[src/hw/rtl/tkgs_pkg.sv]
// tkgs_pkg: shared types, constants and helpers of the top-k gap select unit
// used by the channel interfaces, the ranking cell and the top level

package tkgs_pkg;

    localparam int MAX_REPORT  = 16;
    localparam int NUM_BINS    = 65536;
    localparam int DEPTH       = MAX_REPORT + 1;

    localparam int INDEX_W     = 16;
    localparam int COUNT_W     = 32;
    localparam int REPORT_W    = 5;
    localparam int POS_W       = $clog2(MAX_REPORT + 1);

    // contents of one ranking cell
    typedef struct packed {
        logic               valid;
        logic [INDEX_W-1:0] index;
        logic [COUNT_W-1:0] count;
    } cell_data_t;

    // what every cell does in the current cycle
    typedef enum logic [1:0] {
        CELL_HOLD,
        CELL_INSERT,
        CELL_SHIFT,
        CELL_CLEAR
    } cell_op_t;

    // control broadcast from the top level to the chain
    typedef struct packed {
        cell_op_t           op;
        logic [INDEX_W-1:0] new_index;
        logic [COUNT_W-1:0] new_count;
    } cell_ctrl_t;

    typedef enum logic {
        ST_IDLE,
        ST_EMIT
    } state_t;

    // zero acts as one, values above the list size act as the list size
    function automatic logic [REPORT_W-1:0] clamp_report(input logic [REPORT_W-1:0] value);
        logic [REPORT_W-1:0] result;
        if (value == '0)
            result = REPORT_W'(1);
        else if (32'(value) > MAX_REPORT)
            result = REPORT_W'(MAX_REPORT);
        else
            result = value;
        return result;
    endfunction

    // bins at or beyond the histogram size are not ranked
    function automatic logic bin_in_range(input logic [INDEX_W-1:0] idx);
        return 32'(idx) < NUM_BINS;
    endfunction

endpackage

[src/hw/rtl/tkgs_bin_if.sv]
// tkgs_bin_if: valid/ready channel carrying histogram bins
// depends on tkgs_pkg for field widths

interface tkgs_bin_if;
    import tkgs_pkg::*;

    logic               valid;
    logic               ready;
    logic [INDEX_W-1:0] bin_index;
    logic [COUNT_W-1:0] bin_count;
    logic               last_bin;

    modport source (output valid, output bin_index, output bin_count, output last_bin,
                    input ready);
    modport sink   (input valid, input bin_index, input bin_count, input last_bin,
                    output ready);
endinterface

[src/hw/rtl/tkgs_result_if.sv]
// tkgs_result_if: valid/ready channel carrying ranked results
// depends on tkgs_pkg for field widths

interface tkgs_result_if;
    import tkgs_pkg::*;

    logic               valid;
    logic               ready;
    logic [INDEX_W-1:0] ranked_index;
    logic [COUNT_W-1:0] count_gap;
    logic               last_result;

    modport source (output valid, output ranked_index, output count_gap,
                    output last_result, input ready);
    modport sink   (input valid, input ranked_index, input count_gap,
                    input last_result, output ready);
endinterface

[src/hw/rtl/tkgs_cell.sv]
// tkgs_cell: one rank of the insertion chain, holds a bin and its count
// depends on tkgs_pkg for cell_data_t and cell_ctrl_t

module tkgs_cell (
    input  logic                 clk,
    input  logic                 rst_n,
    input  tkgs_pkg::cell_ctrl_t ctrl,
    input  logic                 prev_keep,
    input  tkgs_pkg::cell_data_t prev_data,
    input  tkgs_pkg::cell_data_t next_data,
    output logic                 keep,
    output tkgs_pkg::cell_data_t data
);
    import tkgs_pkg::*;

    cell_data_t data_reg;
    cell_data_t data_next;

    // this cell ranks at or above the incoming bin (earlier arrival wins ties)
    assign keep = data_reg.valid && (data_reg.count >= ctrl.new_count);

    // insert, shift toward rank 0, or clear
    always_comb
    begin
        data_next = data_reg;
        case (ctrl.op)
            CELL_INSERT:
            begin
                if (!keep)
                begin
                    if (prev_keep)
                    begin
                        data_next.valid = 1'b1;
                        data_next.index = ctrl.new_index;
                        data_next.count = ctrl.new_count;
                    end
                    else
                    begin
                        data_next = prev_data;
                    end
                end
            end
            CELL_SHIFT:
                data_next = next_data;
            CELL_CLEAR:
                data_next = '0;
            default:
                data_next = data_reg;
        endcase
    end

    always_ff @(posedge clk or negedge rst_n)
    begin
        if (!rst_n)
            data_reg <= '0;
        else
            data_reg <= data_next;
    end

    assign data = data_reg;

endmodule

[src/hw/rtl/top_k_with_gap_select_unit.sv]
// top_k_with_gap_select_unit: streaming top-k bin selection with count gaps
// depends on tkgs_pkg, tkgs_bin_if, tkgs_result_if and tkgs_cell
//
// channel     dir  fields                                  handshake
// bin_in      in   bin_index, bin_count, last_bin          valid/ready
// result_out  out  ranked_index, count_gap, last_result    valid/ready
// cfg         in   cfg_wr_data (report_count)              cfg_wr_en, no wait
//
// a bin is ranked in the cycle it is accepted: one bin per cycle while loading
// after a last bin the chain shifts toward rank 0, one result per cycle out of
// rank 0, and no bins are taken again until the whole set has been reported
// bin_in.ready is low during that emission; a stalled output holds the chain
// reset clears all cells, the output register and sets report_count to 1

module top_k_with_gap_select_unit (
    input  logic                              clk,
    input  logic                              rst_n,
    input  logic                              cfg_wr_en,
    input  logic [tkgs_pkg::REPORT_W-1:0]     cfg_wr_data,
    tkgs_bin_if.sink                          bin_in,
    tkgs_result_if.source                     result_out
);
    import tkgs_pkg::*;

    state_t              state_reg;
    state_t              state_next;
    logic [REPORT_W-1:0] report_count_reg;
    logic [POS_W-1:0]    emit_position_reg;
    logic [POS_W-1:0]    emit_position_next;
    logic                out_valid_reg;
    logic                out_valid_next;
    logic [INDEX_W-1:0]  out_index_reg;
    logic [COUNT_W-1:0]  out_gap_reg;
    logic                out_last_reg;

    cell_ctrl_t          ctrl;
    cell_data_t          cell_q [DEPTH];
    logic                keep   [DEPTH];
    logic [DEPTH-1:0]    valid_vec;

    logic [REPORT_W-1:0] k_eff;
    logic                accept;
    logic                load_result;
    logic                result_last;
    logic [COUNT_W-1:0]  next_count;

    assign k_eff  = clamp_report(report_count_reg);
    assign accept = bin_in.valid && bin_in.ready;
    assign bin_in.ready = (state_reg == ST_IDLE);

    // configuration register
    always_ff @(posedge clk or negedge rst_n)
    begin
        if (!rst_n)
            report_count_reg <= REPORT_W'(1);
        else if (cfg_wr_en)
            report_count_reg <= cfg_wr_data;
    end

    // chain of ranking cells
    for (genvar i = 0; i < DEPTH; i++)
    begin : g_cell
        logic       prev_keep;
        cell_data_t prev_data;
        cell_data_t next_data;

        if (i == 0)
        begin : g_head
            assign prev_keep = 1'b1;
            assign prev_data = '0;
        end
        else
        begin : g_body
            assign prev_keep = keep[i-1];
            assign prev_data = cell_q[i-1];
        end

        if (i == DEPTH - 1)
        begin : g_tail
            assign next_data = '0;
        end
        else
        begin : g_inner
            assign next_data = cell_q[i+1];
        end

        tkgs_cell u_cell (
            .clk       (clk),
            .rst_n     (rst_n),
            .ctrl      (ctrl),
            .prev_keep (prev_keep),
            .prev_data (prev_data),
            .next_data (next_data),
            .keep      (keep[i]),
            .data      (cell_q[i])
        );

        assign valid_vec[i] = cell_q[i].valid;
    end

    // gap against the rank below, a missing rank counts as zero
    assign next_count  = cell_q[1].valid ? cell_q[1].count : '0;
    assign result_last = (32'(emit_position_reg) + 1 == 32'(k_eff)) || !cell_q[1].valid;

    // next state, chain control and output load
    always_comb
    begin
        state_next         = state_reg;
        emit_position_next = emit_position_reg;
        ctrl.op            = CELL_HOLD;
        ctrl.new_index     = bin_in.bin_index;
        ctrl.new_count     = bin_in.bin_count;
        load_result        = 1'b0;
        out_valid_next     = out_valid_reg && !result_out.ready;
        case (state_reg)
            ST_IDLE:
            begin
                if (accept)
                begin
                    if (bin_in_range(bin_in.bin_index))
                        ctrl.op = CELL_INSERT;
                    if (bin_in.last_bin)
                        state_next = ST_EMIT;
                end
            end
            ST_EMIT:
            begin
                if (!cell_q[0].valid)
                begin
                    // empty set: nothing to report
                    ctrl.op            = CELL_CLEAR;
                    emit_position_next = '0;
                    state_next         = ST_IDLE;
                end
                else if (!out_valid_reg || result_out.ready)
                begin
                    load_result    = 1'b1;
                    out_valid_next = 1'b1;
                    if (result_last)
                    begin
                        ctrl.op            = CELL_CLEAR;
                        emit_position_next = '0;
                        state_next         = ST_IDLE;
                    end
                    else
                    begin
                        ctrl.op            = CELL_SHIFT;
                        emit_position_next = emit_position_reg + POS_W'(1);
                    end
                end
            end
            default:
                state_next = ST_IDLE;
        endcase
    end

    // control registers
    always_ff @(posedge clk or negedge rst_n)
    begin
        if (!rst_n)
        begin
            state_reg         <= ST_IDLE;
            emit_position_reg <= '0;
            out_valid_reg     <= 1'b0;
        end
        else
        begin
            state_reg         <= state_next;
            emit_position_reg <= emit_position_next;
            out_valid_reg     <= out_valid_next;
        end
    end

    // output payload register
    always_ff @(posedge clk or negedge rst_n)
    begin
        if (!rst_n)
        begin
            out_index_reg <= '0;
            out_gap_reg   <= '0;
            out_last_reg  <= 1'b0;
        end
        else if (load_result)
        begin
            out_index_reg <= cell_q[0].index;
            out_gap_reg   <= cell_q[0].count - next_count;
            out_last_reg  <= result_last;
        end
    end

    assign result_out.valid        = out_valid_reg;
    assign result_out.ranked_index = out_index_reg;
    assign result_out.count_gap    = out_gap_reg;
    assign result_out.last_result  = out_last_reg;

    // no bins are taken while a set is reported
    a_no_accept_in_emit: assert property (@(posedge clk) disable iff (!rst_n)
        state_reg == ST_EMIT |-> !bin_in.ready)
        else $error("bin accepted during emission");

    // kept cells fill from rank 0 without holes
    a_cells_contiguous: assert property (@(posedge clk) disable iff (!rst_n)
        $onehot({1'b0, valid_vec} + (DEPTH + 1)'(1)))
        else $error("hole in ranked list");

    // never more results than k in one set
    a_emit_bound: assert property (@(posedge clk) disable iff (!rst_n)
        32'(emit_position_reg) < 32'(k_eff))
        else $error("emit position beyond report count");

    // the last result of a set ends the emission and empties the list
    a_last_ends_set: assert property (@(posedge clk) disable iff (!rst_n)
        load_result && result_last |=> state_reg == ST_IDLE && valid_vec == '0)
        else $error("set not closed after last result");

endmodule

[src/flat_wrapper.sv]
// flat-port wrapper written by rule: the top's interface ports become plain ports
module top_k_with_gap_select_unit_flat import tkgs_pkg::*;
  (clk, rst_n, cfg_wr_en, cfg_wr_data, bin_in_valid, bin_in_bin_index, bin_in_bin_count, bin_in_last_bin, bin_in_ready, result_out_valid, result_out_ranked_index, result_out_count_gap, result_out_last_result, result_out_ready);
  tkgs_bin_if bin_in_i ();
  tkgs_result_if result_out_i ();
  input  logic clk;
  input  logic rst_n;
  input  logic cfg_wr_en;
  input  logic [tkgs_pkg::REPORT_W-1:0] cfg_wr_data;
  input wire logic [$bits(bin_in_i.valid)-1:0] bin_in_valid;
  input wire logic [$bits(bin_in_i.bin_index)-1:0] bin_in_bin_index;
  input wire logic [$bits(bin_in_i.bin_count)-1:0] bin_in_bin_count;
  input wire logic [$bits(bin_in_i.last_bin)-1:0] bin_in_last_bin;
  output wire logic [$bits(bin_in_i.ready)-1:0] bin_in_ready;
  output wire logic [$bits(result_out_i.valid)-1:0] result_out_valid;
  output wire logic [$bits(result_out_i.ranked_index)-1:0] result_out_ranked_index;
  output wire logic [$bits(result_out_i.count_gap)-1:0] result_out_count_gap;
  output wire logic [$bits(result_out_i.last_result)-1:0] result_out_last_result;
  input wire logic [$bits(result_out_i.ready)-1:0] result_out_ready;
  assign bin_in_i.valid = bin_in_valid;
  assign bin_in_i.bin_index = bin_in_bin_index;
  assign bin_in_i.bin_count = bin_in_bin_count;
  assign bin_in_i.last_bin = bin_in_last_bin;
  assign bin_in_ready = bin_in_i.ready;
  assign result_out_valid = result_out_i.valid;
  assign result_out_ranked_index = result_out_i.ranked_index;
  assign result_out_count_gap = result_out_i.count_gap;
  assign result_out_last_result = result_out_i.last_result;
  assign result_out_i.ready = result_out_ready;
  top_k_with_gap_select_unit u_core (.clk(clk), .rst_n(rst_n), .cfg_wr_en(cfg_wr_en), .cfg_wr_data(cfg_wr_data), .bin_in(bin_in_i), .result_out(result_out_i));
endmodule
[config.mk]
export PLATFORM = sky130hd
export DESIGN_NAME = top_k_with_gap_select_unit_flat
export DESIGN_NICKNAME = d
export VERILOG_FILES = /design/src/hw/rtl/tkgs_pkg.sv /design/src/hw/rtl/tkgs_bin_if.sv /design/src/hw/rtl/tkgs_result_if.sv /design/src/hw/rtl/tkgs_cell.sv /design/src/hw/rtl/top_k_with_gap_select_unit.sv /design/src/flat_wrapper.sv
export SDC_FILE = /design/constraint.sdc
export NUM_CORES = 2
export LEC_CHECK = 0
export ABC_CLOCK_PERIOD_IN_PS = 4500
export BUFFER_PORTS_ARGS = -buffer_cell sky130_fd_sc_hd__buf_4
export CAP_MARGIN = 20
export CORE_UTILIZATION = 25
export CTS_CLUSTER_SIZE = 40
export DETAILED_ROUTE_END_ITERATION = 8
export HOLD_SLACK_MARGIN = 0.12
export SYNTH_ARGS = -nofsm -noshare
export SYNTH_HDL_FRONTEND = slang
export SYNTH_SLANG_ARGS = --single-unit
[constraint.sdc]
create_clock -name clk -period 4.5 [get_ports clk]
set_input_delay 0 -clock clk [delete_from_list [all_inputs] [get_ports clk]]
set_output_delay 0 -clock clk [all_outputs]
set_load 0.03 [all_outputs]
==> impl_metrics.json <==
{
  "synth_mux_area_frac": 0.0373,
  "synth_seq_cells": 894,
  "p_sw_frac": 0.489,
  "cts_root_buf": "clkbuf_16",
  "routed_wl_um": 212000,
  "use_met1": 0.232,
  "synth_flop_cell": "dfrtp_1",
  "p_seq_frac": 0.288,
  "status": "finished with violations",
  "ios": 110,
  "max_cap_viol_count": 0,
  "grt_max_degree": 133,
  "hold_depth": 5,
  "h-tree-depth": 3,
  "yosysSeqAreaShare": 0.371,
  "gp_congestion": 0.895,
  "synthArstFlopShare": 1.00,
  "drtPass1Iterations": 9,
  "start_kind": "input port",
  "finalSetupTns_ns": 0,
  "r2r_cells": 10,
  "post_layout_nonfiller_instances": 9909,
  "synth_area_leaders": "dfrtp_1 (37%), ha_1 (12%), nand2_1 (4.9%), o21ai_0 (4.5%), a21oi_1 (3.7%)",
  "power_density_mw_per_mm2": 846,
  "start_util": 0.251,
  "pwr-share-comb": 0.564,
  "cts.sinks": 894,
  "num_vias": 56800,
  "largest_reg_flops": 833,
  "busiest_layer": "met2",
  "period_share": 0.951,
  "crit_required_ns": 5.17,
  "finalHoldViolCount": 0,
  "dp_hpwl_um": 150000,
  "core_area_mm2": 0.240,
  "netlist_instances": 6786,
  "place.port_buffers": 109,
  "synth_fa_ha_area_frac": 0.120,
  "netlist_area_mm2": 0.0604,
  "numCtsBuffers": 104,
  "p_sw_uw": 28700,
  "end_kind": "register",
  "rows": 180,
  "syn_nets": 7422,
  "crit_family": "compound AO/OA/AOI/OAI gates",
  "layout-drive-gt1-share": 0.0862,
  "clk_pin_slew_ns": 0.06,
  "cts.path.max_buffers": 3,
  "p_total_uw": 58700,
  "clock_skew_ns": 0.0366,
  "p_clk_frac": 0.148,
  "synth_top_family_by_area": "compound AO/OA/AOI/OAI gates",
  "fillers": 25100,
  "drc": 8,
  "clk_latency_ns": 0.76,
  "grt_usage": 0.168,
  "critical_path.max_fanout": 28,
  "fp.dieH_um": 493,
  "die_width_um": 493,
  "post-cts-setup-buffer-count": 0,
  "worst-path-stages": 13,
  "slew_headroom": 0.249,
  "place_inst": 9642,
  "path_cells": "dlygate4sd3_1 -> buf_4 -> inv_1 -> ha_1 -> a21oi_1 -> o21ai_0 -> a221oi_1 -> o211ai_1 -> a31oi_2 -> o21a_2 -> buf_12 -> a222oi_1 -> a21oi_1",
  "peakVddDrop_v": 0.000460,
  "path_class": "input port to register",
  "fmax_mhz": 234,
  "report.final.slew_viol_count": 0,
  "wl_per_cell_um": 21.4,
  "use_met2": 0.268,
  "grt-ovfl-total": 0,
  "p_int_uw": 30000,
  "yosys.cell_types.count": 79,
  "met3_usage": 0.0270,
  "avgViaCountPerCell": 5.73,
  "slowest_stage": "dlygate4sd3_1",
  "crit_path_frequent_cell": "a21oi_1",
  "multiInputGateArea_mm2": 0.0353,
  "rsz0062_at_grt": "false",
  "antenna_found_initial": 23,
  "max_stage_delay_ns": 0.67,
  "synth-compound-area-share": 0.286,
  "violations": "design-rule violations",
  "yosysWarnings": 0,
  "arrival_ns": 4.96,
  "cts_tree": "built",
  "grt_pass1_wl_um": 333000,
  "min_period_ns": 4.28,
  "layout.nets": 7276,
  "synth_xor_area_frac": 0.00406,
  "syn2layout_area_growth_pct": 15.0,
  "ant_nets": 0,
  "hp-class": "input port to register",
  "setup_viol": 0,
  "seq_area_mm2": 0.0224,
  "drt_iter0_drc": 6564,
  "synth-simple-area-share": 0.130,
  "synth_area_leader_cell": "dfrtp_1",
  "crit_buf_inv": 4,
  "synth.top_cell.area_share": 0.370,
  "synth.avg_cell_area_um2": 8.89,
  "p_leak_uw": 0.0290,
  "die-area_mm2": 0.243,
  "max_slew.worst_pin.slew_ns": 1.12,
  "synth_edf_count": 0,
  "grt_pass1_vias": 56000
}
area by class of cell:
type,count,share of cell area
diodes,4,0.000144
clock buffers,155,0.0437
clock inverters,31,0.00557
inverters,134,0.00725
multi-input cells,5116,0.509
flip-flops and latches,894,0.322
well taps,3185,0.0574
repair buffers,390,0.0547
worst reg2reg max path, stage by stage (launching register included):
cell      delay (ns)
dfrtp_1         0.46
ha_1            0.39
a21oi_1         0.16
o21ai_0         0.35
a221oi_1        0.59
o211ai_1        0.34
a31oi_2         0.61
o21a_2          0.66
buf_12          0.29
a222oi_1        0.14
a21oi_1         0.20
stage by stage:
step / setup slack (ns) / cell area [µm²] / util / hold WS (ns)
2_1_floorplan: 1.19 / 60400 / - / -0.296
3_3_place_gp: -0.208 / 65100 / 0.271 / 0.0690
3_5_place_dp: -0.207 / 65200 / 0.271 / 0.0797
4_1_cts: 0.0428 / 69300 / 0.289 / 0.187
5_1_grt: 0.152 / 69400 / 0.289 / 0.217
6_report: 0.218 / 69400 / 0.289 / 0.205
power by group through the flow:
stage | clock network [µW] | logic (µW) | registers [µW]
finish | 8710 | 33100 | 16900
detailed placement | 0 | 32400 | 16900
CTS | 8870 | 32600 | 16800
floorplan | 0 | 23300 | 15400
global route | 9170 | 36800 | 17300
global placement | 0 | 31200 | 16800
layout by cell type, fill, tap and decap left out, types with 51 or more instances in the layout:
master,instances
a21o_1,86
a211oi_1,130
a31oi_1,170
a222oi_1,192
nor3_1,58
and3_1,104
a41oi_1,149
a21oi_1,440
nand2_1,791
clkbuf_16,104
a22oi_1,241
nand3_1,192
buf_12,51
a221o_1,52
nand4_1,67
o21ai_0,535
inv_1,134
ha_1,576
dlygate4sd3_1,73
a221oi_1,94
o221ai_1,52
buf_4,263
mux2i_1,199
nor2_1,466
dfrtp_1,892
logic make-up (layout without fill, tap and decap cells):
logic type / Yosys count / after routing
AO/OA/AOI/OAI: 2484 / 2485
AND/OR/NAND/NOR: 1804 / 1804
flip-flops: 894 / 894
buffers and inverters: 777 / 710
adder cells (fa/ha/maj): 577 / 577
multiplexers: 222 / 222
XOR/XNOR: 28 / 28
other: 0 / 4
per-layer routing:
| metal | vias to the layer above | wire length, µm |
|---|---|---|
| li1 | 25700 | - |
| met1 | 28400 | 94800 |
| met2 | 2217 | 97100 |
| met3 | 451 | 13900 |
| met4 | 20 | 5930 |
| met5 | - | 136 |
timing repair:
action | CTS | global route
endpoints found under the setup margin | 0 | 53
endpoints found under the hold margin | 1620 | 0
hold buffers | 74 | 0
resized for setup | 0 | 2
path summary, 6_finish.rpt:
| check | slack, ns | from | endpoint |
|---|---|---|---|
| max | 0.22 | bin_in_bin_count[15] | u_core.g_cell[14].u_cell.data[26] |
| min | 0.21 | bin_in_bin_count[30] | u_core.g_cell[1].u_cell.data[30] |
| max reg2reg | 0.24 | u_core.g_cell[13].u_cell.data[15] | u_core.g_cell[14].u_cell.data[26] |
| min reg2reg | 0.48 | u_core.result_out.count_gap[19] | u_core.result_out.count_gap[19] |
| max in group asynchronous | 3.01 | rst_n | u_core.g_cell[15].u_cell.data[24] |
| min in group asynchronous | 0.59 | rst_n | u_core.result_out.ranked_index[12] |
cell usage after synthesis (105+ instances only):
cell      number
a21oi_1      447
a22oi_1      241
o21ai_0      537
nor2_1       482
clkbuf_1     521
a31oi_1      171
dfrtp_1      893
nand3_1      193
inv_1        134
a222oi_1     192
ha_1         576
a211oi_1     133
mux2i_1      199
nand2_1      792
and3_1       105
a41oi_1      149
Power figures use the tool's default switching activity.
